$ cat config.mk
export PLATFORM = sky130hd
export DESIGN_NAME = cflsp_div
export DESIGN_NICKNAME = d
export VERILOG_FILES = /design/src/cflsp_pkg.sv /design/src/cflsp_div.sv
export SDC_FILE = /design/constraint.sdc
export NUM_CORES = 1
export LEC_CHECK = 0
export ABC_AREA = 1
export ABC_CLOCK_PERIOD_IN_PS = 3000
export BUFFER_PORTS_ARGS = -buffer_cell sky130_fd_sc_hd__buf_2
export CORE_ASPECT_RATIO = 0.7
export CORE_UTILIZATION = 45
export DETAILED_ROUTE_END_ITERATION = 8
export GPL_TIMING_DRIVEN = 0
export PLACE_DENSITY = 0.65
export SLEW_MARGIN = 20
export SYNTH_ARGS = -nofsm -noshare
export SYNTH_HDL_FRONTEND = slang
export SYNTH_SLANG_ARGS = --single-unit
export TNS_END_PERCENT = 10
$ cat constraint.sdc
create_clock -name clk -period 3 [get_ports clk]
set_clock_uncertainty 0.15 [all_clocks]
set_input_delay 0.15 -clock clk [delete_from_list [all_inputs] [get_ports clk]]
set_output_delay 0.15 -clock clk [all_outputs]
set_load 0.02 [all_outputs]
$ cat src/cflsp_pkg.sv
// Package: types, constants and tables for the crossfade loop sample player.
package cflsp_pkg;

    localparam int SampleAw = 16;
    localparam int SampleDepth = 1 << SampleAw;
    localparam int FracBits = 16;
    localparam int SineAw = 8;
    localparam int SineDepth = 1 << SineAw;

    localparam logic [1:0] MODE_LOAD  = 2'd0;
    localparam logic [1:0] MODE_START = 2'd1;
    localparam logic [1:0] MODE_TICK  = 2'd2;

    localparam logic [2:0] REG_SAMPLE_COUNT = 3'd0;
    localparam logic [2:0] REG_LOOP_START   = 3'd1;
    localparam logic [2:0] REG_LOOP_END     = 3'd2;
    localparam logic [2:0] REG_XFADE        = 3'd3;
    localparam logic [2:0] REG_EQUAL_POWER  = 3'd4;
    localparam logic [2:0] REG_SEED         = 3'd5;

    localparam logic [31:0] LFSR_TAPS = 32'h8020_0003;

    typedef struct packed {
        logic [1:0]         mode;
        logic [15:0]        address;
        logic signed [15:0] sample_word;
        logic [31:0]        start_position;
        logic [19:0]        step;
    } in_item_t;

    typedef struct packed {
        logic signed [15:0] audio_out;
        logic               fading;
    } out_item_t;

    typedef enum logic [3:0] {
        ST_IDLE, ST_RD_MAIN, ST_WAIT_MAIN, ST_RD_SEC, ST_WAIT_SEC,
        ST_DIV, ST_MIX_MUL, ST_MIX_SUM, ST_ADV, ST_RAND_MUL, ST_OUT
    } state_t;

    // Quarter sine in Q15, same integer series as the checker's table.
    function automatic logic [15:0] sine_entry(input int unsigned idx);
        logic [63:0] x;
        logic [63:0] term;
        logic signed [63:0] sum;
        x = (64'd1686629713 * 64'(idx)) / SineDepth;
        term = x;
        sum = signed'(x);
        for (int k = 1; k <= 7; k++) begin
            term = (((term * x) >> 30) * x) >> 30;
            term = term / 64'((2 * k) * (2 * k + 1));
            if (k % 2 == 1) sum = sum - signed'(term);
            else sum = sum + signed'(term);
        end
        if (sum < 0) sum = 0;
        return 16'((64'(sum) + 64'd16384) >> 15);
    endfunction

    function automatic logic [16:0] sine_gain(input logic [SineAw:0] k);
        logic [16:0] g;
        g = 17'd32768;
        for (int i = 0; i < SineDepth; i++) begin
            if (k == (SineAw + 1)'(i)) g = {1'b0, sine_entry(i)};
        end
        return g;
    endfunction

endpackage

$ cat src/cflsp_div.sv
// Bit-serial unsigned divider for the fade progress.
module cflsp_div
    import cflsp_pkg::*;
(
    input  logic        clk,
    input  logic        rst_n,
    input  logic        start,
    input  logic [31:0] dividend,
    input  logic [15:0] divisor,
    output logic        done,
    output logic [31:0] quotient
);
    logic [31:0] quot_reg;
    logic [16:0] rem_reg;
    logic [15:0] den_reg;
    logic [5:0]  cnt_reg;
    logic        busy_reg;
    logic [16:0] trial;
    logic [16:0] shifted;

    assign shifted  = {rem_reg[15:0], quot_reg[31]};
    assign trial    = shifted - {1'b0, den_reg};
    assign quotient = quot_reg;
    assign done     = busy_reg && (cnt_reg == 6'd0);

    always_ff @(posedge clk or negedge rst_n)
    begin
        if (!rst_n)
        begin
            busy_reg <= 1'b0;
            cnt_reg  <= 6'd0;
        end
        else if (start)
        begin
            busy_reg <= 1'b1;
            cnt_reg  <= 6'd32;
        end
        else if (busy_reg && cnt_reg != 6'd0)
        begin
            cnt_reg <= cnt_reg - 6'd1;
        end
        else
        begin
            busy_reg <= 1'b0;
        end
    end

    always_ff @(posedge clk)
    begin
        if (start)
        begin
            quot_reg <= dividend;
            rem_reg  <= '0;
            den_reg  <= divisor;
        end
        else if (busy_reg && cnt_reg != 6'd0)
        begin
            if (!trial[16])
            begin
                rem_reg  <= trial;
                quot_reg <= {quot_reg[30:0], 1'b1};
            end
            else
            begin
                rem_reg  <= shifted;
                quot_reg <= {quot_reg[30:0], 1'b0};
            end
        end
    end
endmodule

==> results.yml <==
critical_path:
  worstSetupEndpointType: "flop"
  critPathKind: "reg2reg"
  cp_cell_sequence: "inv_1 > ha_1 > fa_1 > inv_1 > nand2_1 > nand2_1 > nand3_1 > nand2_2 > nand2_2 > nand2_1 > nand2_1 > nand2_2 > buf_6 > nand2_1 > nand3_1 > nand2_1"
  cp.required_ps: 3090
  critPathBufInv: 3
  critPathLaunchType: "flop"
  worst_path_largest_cell_delay_ps: 410
  worst_ep_arrival_time_ps: 2660
  critical-path-top-delay-family: "simple AND/OR/NAND/NOR gates"
  crit_fanout: 10
  cpMostUsedCell: "nand2_1"
  slowest_stage: "fa_1"
cts:
  clk_latency_ps: 340
  clk_pin_slew_worst_paths_ps: 60
  ctsLongestPathBuffers: 2
  htree_levels: 3
  cts_tree: "done"
  cts_buffers: 9
  cts-root-buf: "clkbuf_16"
  cts_setup_buffers: 0
  cts.sinks: 71
pwr:
  powerDensity_mw_per_mm2: 777.7
  power_leakage_nw: 2.876
  irDropWorstVdd_mv: 0.4660
drt:
  dr.pass1.iters: 7
  drc: 0
  wl_um: 9829
  drtIter0Drc: 244
  via_per_inst: 4.598
  antenna_left: 0
  wire_per_inst_um: 12.21
  vias: 3701
synthesis:
  async_flop_share: 0.09859
  synth.area.top_cells: "edfxtp_1, nand2_1, inv_1"
  seq_area_frac_synth: 0.4803
  postSynthCellCount: 537
  synth-seq-cells: 71
  syn_avg_cell_area_sq_um: 7.510
  synthesis.nets: 607
  netlist_area_sq_mm: 0.004033
  synth-edff-count: 48
  yosys.cell_types.count: 31
  ys.warnings.count: 0
  synth_flop_cell: "edfxtp_1"
  synth_top_area_cell: "edfxtp_1"
  synth_top_area_share: 0.3574
global_routing:
  grt_max_degree: 34
  grt_pass1_wl_um: 16300
  grt_pass1_vias: 3455
  groute.usage.overall: 0.2303
  gr-total-overflow: 0
  antenna_found_initial: 0
timing:
  rsz0062_at_grt: "false"
  worst_slew_pin_slew_ps: 696.9
  drv_slew: 0
  final.min_clock_period_ps: 2571
  setup_viol: 0
  slew_headroom: 0.5347
  min_period_over_period: 0.8570
  setup_tns_ps: 0
  hold_viol_final: 0
  max_freq_mhz: 389.0
min_path:
  worstHoldPathType: "in2async"
die:
  dieArea_sq_mm: 0.009350
  coreArea_sq_mm: 0.008583
  start_util: 0.4698
  die-height_um: 81.20
  rows: 28
  num_io_pins: 84
  die_w_um: 115.1
layout:
  mostFrequentLayoutCells: "nand2_1, inv_1, buf_2"
  fin_nets: 750
  antenna_cells: 0
  drive_above_1_share: 0.1693
  finalInstanceArea_sq_mm: 0.005364
  final_cells: 805
  utilization: 0.6249
  largest_register_ffs: 32
  syn_to_final_growth_pct: 33.01
  final_common_cell: "nand2_1"
placement:
  placed_area_sq_mm: 0.004598
  dp_hpwl_um: 6862
  io_buffers: 83
  routabilityCongestion: 0.9339
  post-place-cells: 740
flow_run:
  max_cap_viol_count: 0
status:
  outcome: "finished clean"
worst reg2reg max path: stages, from the launching register on:
cell and delay (ps):
edfxtp_1 340, inv_1 60, ha_1 230, fa_1 420, inv_1 70, nand2_1 40, nand2_1 120, nand3_1 100
nand2_2 120, nand2_2 80, nand2_1 80, nand2_1 110, nand2_2 160, buf_6 170, nand2_1 90, nand3_1 80
nand2_1 50
final cells by class:
type	count	area [sq um]
clock inverters	6	46.29
well taps	120	150.1
plain buffers	11	58.81
clock buffers	10	229.0
repair buffers	132	905.9
multi-input cells	361	1684
flip-flops and latches	71	1937
fillers	753	3219
inverters	94	352.8
what timing repair did:
| action | 4_1_cts | 5_1_grt |
|---|---|---|
| resized for setup | 0 | 0 |
| hold buffers | 49 | 0 |
| hold endpoints to repair | 55 | 0 |
routing by layer:
metal	global-route usage	vias to the layer above	share of wire
met5	0	-	0
met3	0.04776	14	0.041
li1	-	1949	-
met4	0.08312	0	0.016
met1	0.3155	1654	0.50
met2	0.3608	84	0.44
synthesized netlist by cell type, drive strengths merged (4+ instances only):
cell / number
nand2: 252
nand4: 6
nor2: 18
dfxtp: 16
inv: 92
xnor2: 4
buf: 5
edfxtp: 48
clkbuf: 6
ha: 18
o21ai: 8
a21oi: 12
dfrtp: 7
nand3: 31
logic make-up (layout without fill, tap and decap cells):
family | after synthesis | count (layout) | share of synthesized area
xor+xnor | 7 | 7 | 0.01520
simple gates | 314 | 314 | 0.3143
compound gates | 21 | 21 | 0.02730
flops | 71 | 71 | 0.4803
fa+ha+maj | 19 | 19 | 0.06081
buf+inv | 105 | 253 | 0.1021
per-stage QoR:
stage / setup WS, ps / power (mW) / hold WS [ps]
2_1_floorplan: 612.1 / 2.673 / -295.6
3_3_place_gp: 299.1 / 3.090 / -159.6
3_5_place_dp: 424.9 / 3.127 / -157.6
4_1_cts: 426.6 / 4.191 / 15.99
5_1_grt: 185.9 / 4.478 / 47.70
6_report: 429.1 / 4.172 / 14.09
path summary, 6_finish.rpt:
path                                   start     endpoint  slack, ps  cells past startpoint
min in group clk                       start  den_reg[12]        140                      1
worst max-delay path            quotient[31]  rem_reg[11]        430                     16
worst min-delay path                   rst_n   cnt_reg[4]         10                      2
worst max register to register  quotient[31]  rem_reg[11]        430                     16
max in group asynchronous              rst_n   cnt_reg[2]       2520                      2
worst min register to register    rem_reg[2]   rem_reg[2]        320                      2
power by group:
group	leakage, nW	switching [mW]	internal [mW]
combinational	2.03	1.10	0.603
clock	0.129	0.424	0.563
sequential	0.722	0.146	1.34
total	2.88	1.67	2.50
Note: power is estimated with default switching activity, not from simulation.
